<file path="config.mk">
export PLATFORM = sky130hd
export DESIGN_NAME = onewire_rom_search
export DESIGN_NICKNAME = d
export VERILOG_FILES = /design/src/sv/owrs_pkg.sv /design/src/sv/owrs_step.sv /design/src/sv/onewire_rom_search.sv
export VERILOG_INCLUDE_DIRS = /design/src /design/src/sv
export SDC_FILE = /design/constraint.sdc
export NUM_CORES = 1
export LEC_CHECK = 0
export ABC_AREA = 1
export ABC_CLOCK_PERIOD_IN_PS = 9500
export BUFFER_PORTS_ARGS = -buffer_cell sky130_fd_sc_hd__buf_4
export CORE_AREA = 2 2 161 163
export CTS_BUF_LIST = sky130_fd_sc_hd__clkbuf_16
export CTS_CLUSTER_SIZE = 14
export DETAILED_ROUTE_END_ITERATION = 10
export DIE_AREA = 0 0 163 165
export GPL_TIMING_DRIVEN = 1
export PLACE_DENSITY = 0.57
export SLEW_MARGIN = 15
export SYNTH_ARGS = -nofsm -noshare
export SYNTH_HDL_FRONTEND = slang
export SYNTH_SLANG_ARGS = --single-unit
</file>
<file path="constraint.sdc">
create_clock -name clk_i -period 9.5 [get_ports clk_i]
set_clock_uncertainty 0.05 [all_clocks]
set_input_delay 0.475 -clock clk_i [delete_from_list [all_inputs] [get_ports clk_i]]
set_output_delay 0.475 -clock clk_i [all_outputs]
set_load 0.01 [all_outputs]
</file>
<file path="src/sv/onewire_rom_search_macros.svh">
// assertion macros shared by the rom search rtl
`ifndef ONEWIRE_ROM_SEARCH_MACROS_SVH
`define ONEWIRE_ROM_SEARCH_MACROS_SVH

// checked while out of reset
`define OWRS_ASSERT(name, prop, msg) \
  name: assert property (@(posedge clk_i) disable iff (!rst_ni) prop) else $error(msg);

// checked at every edge, reset included
`define OWRS_ASSERT_ALWAYS(name, prop, msg) \
  name: assert property (@(posedge clk_i) prop) else $error(msg);

`endif

</file>
<file path="src/sv/owrs_pkg.sv">
// types and constants of the rom search engine
`default_nettype none

package owrs_pkg;

  localparam int unsigned ADDR_OUT_W   = 64;
  localparam int unsigned POS_W        = 7;
  localparam int unsigned FAM_W        = 4;
  localparam int unsigned FAMILY_LIMIT = 9;

  localparam logic [1:0] OP_CLEAR = 2'd0;
  localparam logic [1:0] OP_START = 2'd1;
  localparam logic [1:0] OP_PAIR  = 2'd2;

  localparam logic [1:0] STATUS_CONTINUE = 2'd0;
  localparam logic [1:0] STATUS_FOUND    = 2'd1;
  localparam logic [1:0] STATUS_FAILED   = 2'd2;
  localparam logic [1:0] STATUS_IGNORED  = 2'd3;

  typedef struct packed {
    logic [1:0] opcode;
    logic       presence;
    logic       id_bit;
    logic       complement_bit;
  } owrs_in_t;

  typedef struct packed {
    logic [1:0]            status;
    logic                  direction;
    logic                  direction_valid;
    logic [ADDR_OUT_W-1:0] address;
    logic                  is_last_device;
    logic [FAM_W-1:0]      family_discrepancy;
  } owrs_out_t;

  // search bookkeeping carried from item to item
  typedef struct packed {
    logic             pass_active;
    logic             last_device;
    logic [POS_W-1:0] bit_pos;
    logic [POS_W-1:0] last_disc;
    logic [POS_W-1:0] zero_pos;
    logic [FAM_W-1:0] family_disc;
  } owrs_ctrl_t;

  localparam owrs_ctrl_t CTRL_RESET = '{
    pass_active: 1'b0,
    last_device: 1'b0,
    bit_pos:     POS_W'(1),
    last_disc:   '0,
    zero_pos:    '0,
    family_disc: '0
  };

endpackage

`default_nettype wire

</file>
<file path="src/sv/owrs_step.sv">
// next search state and result for one item
`default_nettype none

module owrs_step #(
  parameter int unsigned ADDRESS_BITS = 64
) (
  input  owrs_pkg::owrs_in_t        item_i,
  input  owrs_pkg::owrs_ctrl_t      ctrl_i,
  input  logic [ADDRESS_BITS-1:0]   rom_i,
  output owrs_pkg::owrs_ctrl_t      ctrl_o,
  output logic [ADDRESS_BITS-1:0]   rom_o,
  output owrs_pkg::owrs_out_t       res_o
);
  import owrs_pkg::*;

  localparam int unsigned IdxW = (ADDRESS_BITS > 1) ? $clog2(ADDRESS_BITS) : 1;
  localparam logic [POS_W-1:0] LastPos = POS_W'(ADDRESS_BITS);
  localparam logic [POS_W-1:0] FamLimit = POS_W'(FAMILY_LIMIT);

  logic [POS_W-1:0] pos;
  logic [POS_W-1:0] pos_m1;
  logic [IdxW-1:0]  idx;
  logic             dir;
  logic             is_discrepancy;

  assign pos            = ctrl_i.bit_pos;
  assign pos_m1         = pos - POS_W'(1);
  assign idx            = pos_m1[IdxW-1:0];
  assign is_discrepancy = !item_i.id_bit && !item_i.complement_bit;

  always_comb begin
    if (!is_discrepancy) begin
      dir = item_i.id_bit;
    end else if (pos < ctrl_i.last_disc) begin
      dir = rom_i[idx];
    end else begin
      dir = (pos == ctrl_i.last_disc);
    end
  end

  always_comb begin
    ctrl_o                    = ctrl_i;
    rom_o                     = rom_i;
    res_o.status              = STATUS_IGNORED;
    res_o.direction           = 1'b0;
    res_o.direction_valid     = 1'b0;

    case (item_i.opcode)
      OP_CLEAR: begin
        ctrl_o       = CTRL_RESET;
        rom_o        = '0;
        res_o.status = STATUS_CONTINUE;
      end
      OP_START: begin
        ctrl_o.bit_pos  = POS_W'(1);
        ctrl_o.zero_pos = '0;
        if (ctrl_i.last_device || !item_i.presence) begin
          ctrl_o.last_disc   = '0;
          ctrl_o.family_disc = '0;
          ctrl_o.last_device = 1'b0;
          ctrl_o.pass_active = 1'b0;
          res_o.status       = STATUS_FAILED;
        end else begin
          ctrl_o.pass_active = 1'b1;
          res_o.status       = STATUS_CONTINUE;
        end
      end
      OP_PAIR: begin
        if (ctrl_i.pass_active) begin
          if (item_i.id_bit && item_i.complement_bit) begin
            ctrl_o.last_disc   = '0;
            ctrl_o.family_disc = '0;
            ctrl_o.last_device = 1'b0;
            ctrl_o.pass_active = 1'b0;
            res_o.status       = STATUS_FAILED;
          end else begin
            if (is_discrepancy && !dir) begin
              ctrl_o.zero_pos = pos;
              if (pos < FamLimit) begin
                ctrl_o.family_disc = pos[FAM_W-1:0];
              end
            end
            rom_o[idx]            = dir;
            res_o.direction       = dir;
            res_o.direction_valid = 1'b1;
            if (pos >= LastPos) begin
              ctrl_o.pass_active = 1'b0;
              ctrl_o.bit_pos     = POS_W'(1);
              ctrl_o.last_disc   = ctrl_o.zero_pos;
              if (ctrl_o.zero_pos == '0) begin
                ctrl_o.last_device = 1'b1;
              end
              // an all-zero family byte means nothing real answered
              if (rom_o[7:0] == 8'h00) begin
                ctrl_o.last_disc   = '0;
                ctrl_o.family_disc = '0;
                ctrl_o.last_device = 1'b0;
                res_o.status       = STATUS_FAILED;
              end else begin
                res_o.status = STATUS_FOUND;
              end
            end else begin
              ctrl_o.bit_pos = pos + POS_W'(1);
              res_o.status   = STATUS_CONTINUE;
            end
          end
        end
      end
      default: begin
        res_o.status = STATUS_IGNORED;
      end
    endcase

    res_o.address            = ADDR_OUT_W'(rom_o);
    res_o.is_last_device     = ctrl_o.last_device;
    res_o.family_discrepancy = ctrl_o.family_disc;
  end

endmodule

`default_nettype wire

</file>
<file path="src/sv/onewire_rom_search.sv">
// 1-wire rom search engine: takes clear, start-pass and bit-pair items and
// walks the device id tree one bit per item, choosing the bit the host writes
// back and keeping the discrepancy markers that let successive passes list
// every device. One item is accepted per clock while the result slot is free or
// being drained; each item gives exactly one result, held in the input register
// and then the result register, and the step logic that updates the search state
// sets that rate. ADDRESS_BITS (8 to 64) sets the id length; the address field
// is always 64 bits wide with the unused upper bits at zero.
`default_nettype none
`include "onewire_rom_search_macros.svh"

module onewire_rom_search #(
  parameter int unsigned ADDRESS_BITS = 64
) (
  input  logic                clk_i,
  input  logic                rst_ni,
  input  logic                in_valid_i,
  output logic                in_ready_o,
  input  owrs_pkg::owrs_in_t  in_i,
  output logic                out_valid_o,
  input  logic                out_ready_i,
  output owrs_pkg::owrs_out_t out_o
);
  import owrs_pkg::*;

  logic                    in_valid_q;
  owrs_in_t                item_q;
  logic                    out_valid_q;
  owrs_out_t               out_q;
  owrs_ctrl_t              ctrl_q;
  owrs_ctrl_t              ctrl_d;
  logic [ADDRESS_BITS-1:0] rom_q;
  logic [ADDRESS_BITS-1:0] rom_d;
  owrs_out_t               res_d;
  logic                    advance;
  logic                    in_xfer;

  // the held item moves on when the result slot is free or being drained
  assign advance    = in_valid_q && (!out_valid_q || out_ready_i);
  assign in_ready_o = !in_valid_q || advance;
  assign in_xfer    = in_valid_i && in_ready_o;

  owrs_step #(
    .ADDRESS_BITS(ADDRESS_BITS)
  ) u_step (
    .item_i (item_q),
    .ctrl_i (ctrl_q),
    .rom_i  (rom_q),
    .ctrl_o (ctrl_d),
    .rom_o  (rom_d),
    .res_o  (res_d)
  );

  always_ff @(posedge clk_i or negedge rst_ni) begin
    if (!rst_ni) begin
      in_valid_q  <= 1'b0;
      out_valid_q <= 1'b0;
      ctrl_q      <= CTRL_RESET;
      rom_q       <= '0;
    end else begin
      if (in_ready_o) begin
        in_valid_q <= in_valid_i;
      end
      if (advance) begin
        ctrl_q      <= ctrl_d;
        rom_q       <= rom_d;
        out_valid_q <= 1'b1;
      end else if (out_ready_i) begin
        out_valid_q <= 1'b0;
      end
    end
  end

  always_ff @(posedge clk_i) begin
    if (in_xfer) begin
      item_q <= in_i;
    end
    if (advance) begin
      out_q <= res_d;
    end
  end

  assign out_valid_o = out_valid_q;
  assign out_o       = out_q;

  `OWRS_ASSERT(a_bit_pos_range,
    (ctrl_q.bit_pos != '0) && (ctrl_q.bit_pos <= POS_W'(ADDRESS_BITS)),
    "bit position out of range")
  `OWRS_ASSERT(a_last_disc_range,
    ctrl_q.last_disc <= POS_W'(ADDRESS_BITS),
    "last discrepancy beyond address length")
  `OWRS_ASSERT(a_ignored_no_dir,
    out_valid_q && (out_q.status == STATUS_IGNORED) |-> !out_q.direction_valid,
    "ignored item drives a direction")
  `OWRS_ASSERT(a_item_held,
    in_valid_q && !advance |=> in_valid_q && $stable(item_q),
    "stalled item lost from input register")

endmodule

`default_nettype wire

</file>
Yosys cells after proc, flatten, opt, wreduce, memory -nomap -nowiden:

Cells that the tools add are included.

* word-level logic and storage cells: 103
* bits of input ports: 9
* output and inout bits: 75
* bits in registers: 171

* equality and inequality tests: 7
* bitwise gates (word level): 2
* reductions and logical operators: 25
* multiplexer cells: 43
* $add $sub $neg: 2
* magnitude comparators: 5

Operators by type and width (number)
* $mux W64: 2
* $pmux W64 S2: 1
* $pmux W27 S3: 1
* $bwmux W64: 1
* $mux W7: 7
* $mux W11: 4
* $mux W27: 1
* $mux W4: 6
* $mux W2: 7
* $mux W1: 10
* $logic_not A8 Y1: 1
* $add A7 B1 Y7 const B: 1
* $eq A7 B7 Y1: 1
* $ge A7 B7 Y1 const B: 1
* $logic_not A7 Y1: 1
* $lt A6 B7 Y1 const B: 1
* $lt A7 B4 Y1 const B: 1
* $lt A7 B7 Y1: 1
* $bmux W1 S6: 1
* $demux W1 S6: 1
* $ge A6 B1 Y1 const B: 1
* $logic_and A1 B1 Y1: 6
* $logic_not A1 Y1: 6
* $pmux W2 S3: 1
* other kinds (15): 20

Longest topological paths before layout:

* depth after elaboration: 18
* gate-level depth with buffers: 25
* depth with buffers taken out: 23

Hierarchy:

A second synthesis with hierarchy kept.

* cell total of the unflattened synthesis: 1390
* area total of the unflattened synthesis: 10462.5 sq um

By module, submodules not included
* onewire_rom_search: area each 6019.5 sq um, instances 1, sequential area each 4670.7 sq um, cells an instance 483
* owrs_step: area each 4443.0 sq um, instances 1, sequential area each 0.0 sq um, cells an instance 907

Least setup slack after synthesis:

Ideal clock, no wire load.

* path kind: register -> register
* start point: reg ctrl_q[18] (netlist name)
* end point: reg out_q, in the netlist out_o[4], data pin
* stages on the path, launching flop included: 26
* arrival: 2855 ps
* buffers on the path: 3
* setup slack: 6337 ps
* period minus slack after synthesis: 3163 ps
* setup time: 257 ps
* data required time: 9193 ps
* cell sequence: dfstp_2 > inv_2 > buf_2 > ha_1 > buf_2 > inv_1 > buf_2 > nand2_1 > nand2_1 > nand2_1 > nand3_1 > nand3_1 > nand2_1 > nand2_1 > nand2_2 > nand2_4 > nand2_2 > nand3_1 > o21ai_1 > nand2_1 > nor2_2 > nand3_2 > nand2_1 > nand2_1 > nand2_1 > o21ai_1

RTL lines
* start: declaration: RTL line onewire_rom_search.sv:30 `owrs_ctrl_t ctrl_q;`
* start signal: assignment: RTL line onewire_rom_search.sv:65 `ctrl_q <= ctrl_d;`
* end signal: assignment: RTL line onewire_rom_search.sv:79 `out_q <= res_d;`
* end: declaration: RTL line onewire_rom_search.sv:29 `owrs_out_t out_q;`

==> reports/metrics.csv <==
metric,value,unit
synth.area.top_cells,"edfxtp_1 (26%), dfrtp_1 (25%), nand2_1 (12%)",
r2r_slack,4310,ps
yosysWarnings,0,
wl_per_cell,16.1,um
timing.rr.end,rom_q[48],
cts_resized,0,
synth_common_cells,"nand2_1 (286), inv_1 (134), o21ai_0 (133), nand3_1 (125), dfrtp_1 (92)",
crit_buf_inv,4,
cpPeakStageDelay,860,ps
detail_route.first_pass.iterations,5,
post-synth-top-count-cell,nand2_1,
rsz0062_at_grt,false,
syn-instance-count,1141,
grt-ovfl-total,0,
num_rows,58,
path_clk_slew,70,ps
grt_usage,19.3,%
ys.flop_type,dfrtp_1,
path_common_cell,nand2_1,
cp-endpoint,rom_q[48],
syn_avg_cell_area,8.04,sq um
critPathMaxFanout,58,
seq_area_frac_synth,50.9,%
status,finished clean,
num-nets-final,1226,
ant_nets,0,
required,9750,ps
cts-root-buf,clkbuf_16,
wirelength,24900,um
die-area,26900,sq um
hold_slack,149,ps
critPathSlowestCell,a21oi_4,
placed_area,10100,sq um
drive_gt1_share,12.8,%
vias,7807,
syn_nets,1159,
die_h,165,um
ir_drop,0.155,mV
dp_hpwl,16900,um
portBuffers,83,
hold_viol,0,
path_depth,19,
ff2ff_path_depth,19,
start_util,36.7,%
synthArstFlopShare,54.4,%
cp.arrival,5440,ps
clock_sinks,171,
worstSetupStartpointType,flop,
antenna_found_initial,0,
crit_type,flop to flop,
ys_ff_latch,171,
fmax,0.193,GHz
antenna_cells,0,
p_leak,4.48,nW
setup_violations,0,
grt_pass1_vias,7302,
timing.rr.start,ctrl_q[18],
boundaryPins,84,
die_x,163,um
clock_path_buffers,2,
netlist_area,9180,sq um
synth_top_area_share,25.5,%
htreeDepth,4,
grt_max_degree,76,
clk_latency,450,ps
syn2layout_area_growth,15.7,%
max_slew_margin,26.3,%
fin_crit_sh,54.7,%
post-route-drc-count,0,
ys_types,36,
power_density,273,nW/um^2
core-area,25000,sq um
finalMaxSlewViolations,0,
cts_tree,yes,
design_area,10600,sq um
fin_crit,5190,ps
min_path_type,input port to flop,
critPathCaptureType,flop,
avgViaCountPerCell,5.03,
synth_edf_count,78,
fin_setup_tns,0,ps
cp_cell_sequence,buf_4 > inv_2 > ha_1 > inv_1 > nand3_1 > nand2_1 > nand2_1 > nand3_1 > nand3_1 > nand2_1 > nand2_1 > nand2_2 > nand2_4 > a21oi_4 > inv_2 > o21ai_0 > o21ai_1 > nand2_1 > o21ai_0,
crit_family,buffers and inverters,
worst_pin_slew,1100,ps
cap_viol_max_count,0,
critPathLaunch,ctrl_q[18],
yosys.area.top_type,edfxtp_1,
gp_congestion,0.894,
cts_made_buffers,17,
drtIter0Drc,743,
grt_pass1_wl,40100,um
per-stage QoR:
stage / total power [W] / utilization, % / worst slack, ps / std cells
after floorplan: 0.00190 / - / 6340 / 1141
after detailed placement: 0.00224 / 40.2 / 4370 / 1518
after global placement: 0.00223 / 40.2 / 4550 / 1518
final: 0.00290 / 42.4 / 4310 / 1551
after CTS: 0.00291 / 42.4 / 4340 / 1551
after global routing: 0.00312 / 42.4 / 3860 / 1551
logic make-up after synthesis:
logic type                 after synthesis  share of synthesized area, %
adders and majority gates                9                          1.23
DFF                                    171                          50.9
and+or+nand+nor                        506                          24.4
AOI/OAI and AO/OA                      266                          15.0
buffers and inverters                  189                          8.55
where the power goes:
| group | internal [W] | total [W] | switching, W |
|---|---|---|---|
| sequential | 0.000955 | 0.00102 | 0.0000624 |
| clock | 0.000359 | 0.000669 | 0.000310 |
| combinational | 0.000358 | 0.00122 | 0.000860 |
| total | 0.00167 | 0.00290 | 0.00123 |
final cells by class:
cell class | count | area (sq um)
inverters | 143 | 544
clock inverters | 15 | 128
clock buffers | 17 | 425
repair buffers | 94 | 708
fillers | 2559 | 14400
flip-flops and latches | 171 | 4670
well taps | 330 | 413
multi-input cells | 781 | 3730
state kept, by name (all words and copies together) (netlist names):
name / count
in_valid_q: 1
rom_q: 64
item_q: 5
out_valid_o: 1
ctrl_q: 27
out_o: 73
cell usage in the layout (no fill, tap or decap), types with 3 or more instances in the layout:
cell type   instances
nand2_4             3
o21ai_0           133
o21ai_1            88
nand3_1           125
nor3_2              3
clkinv_1            5
dfrtp_1            92
nor2_1             60
nor2_8              3
nand2_2             6
clkinvlp_4          6
nand2_1           286
clkbuf_16          17
ha_1                9
inv_2               5
clkinv_4            3
nor3_1              5
a21oi_1            24
edfxtp_1           78
buf_4              93
nand4_1             6
nor2_2              3
o22ai_1            16
inv_1             133
what timing repair did:
item	4_1_cts	5_1_grt
buffers inserted	0	0
hold buffers	1	0
hold endpoints to repair	32	0
metal layers:
layer  global-route usage [%]  vias up  share of wire [%]
li1                         -     3926                  -
met1                     27.2     3620                 48
met2                     30.2      225                 45
met3                     3.04       36                5.2
met4                     6.92        0                2.1
met5                        0        -                  0
how the worst min path moves through the flow:
stage	slack, ps	cells past startpoint	startpoint	endpoint
finish	150	1	in_i[0]	item_q[0]
global route	150	1	in_i[2]	item_q[2]
CTS	140	1	in_i[0]	item_q[0]
detailed placement	410	1	rst_ni	out_valid_o
global placement	410	1	rst_ni	out_valid_o
floorplan	130	0	rst_ni	ctrl_q[0]
No activity file was read; power rests on OpenSTA's default activity.
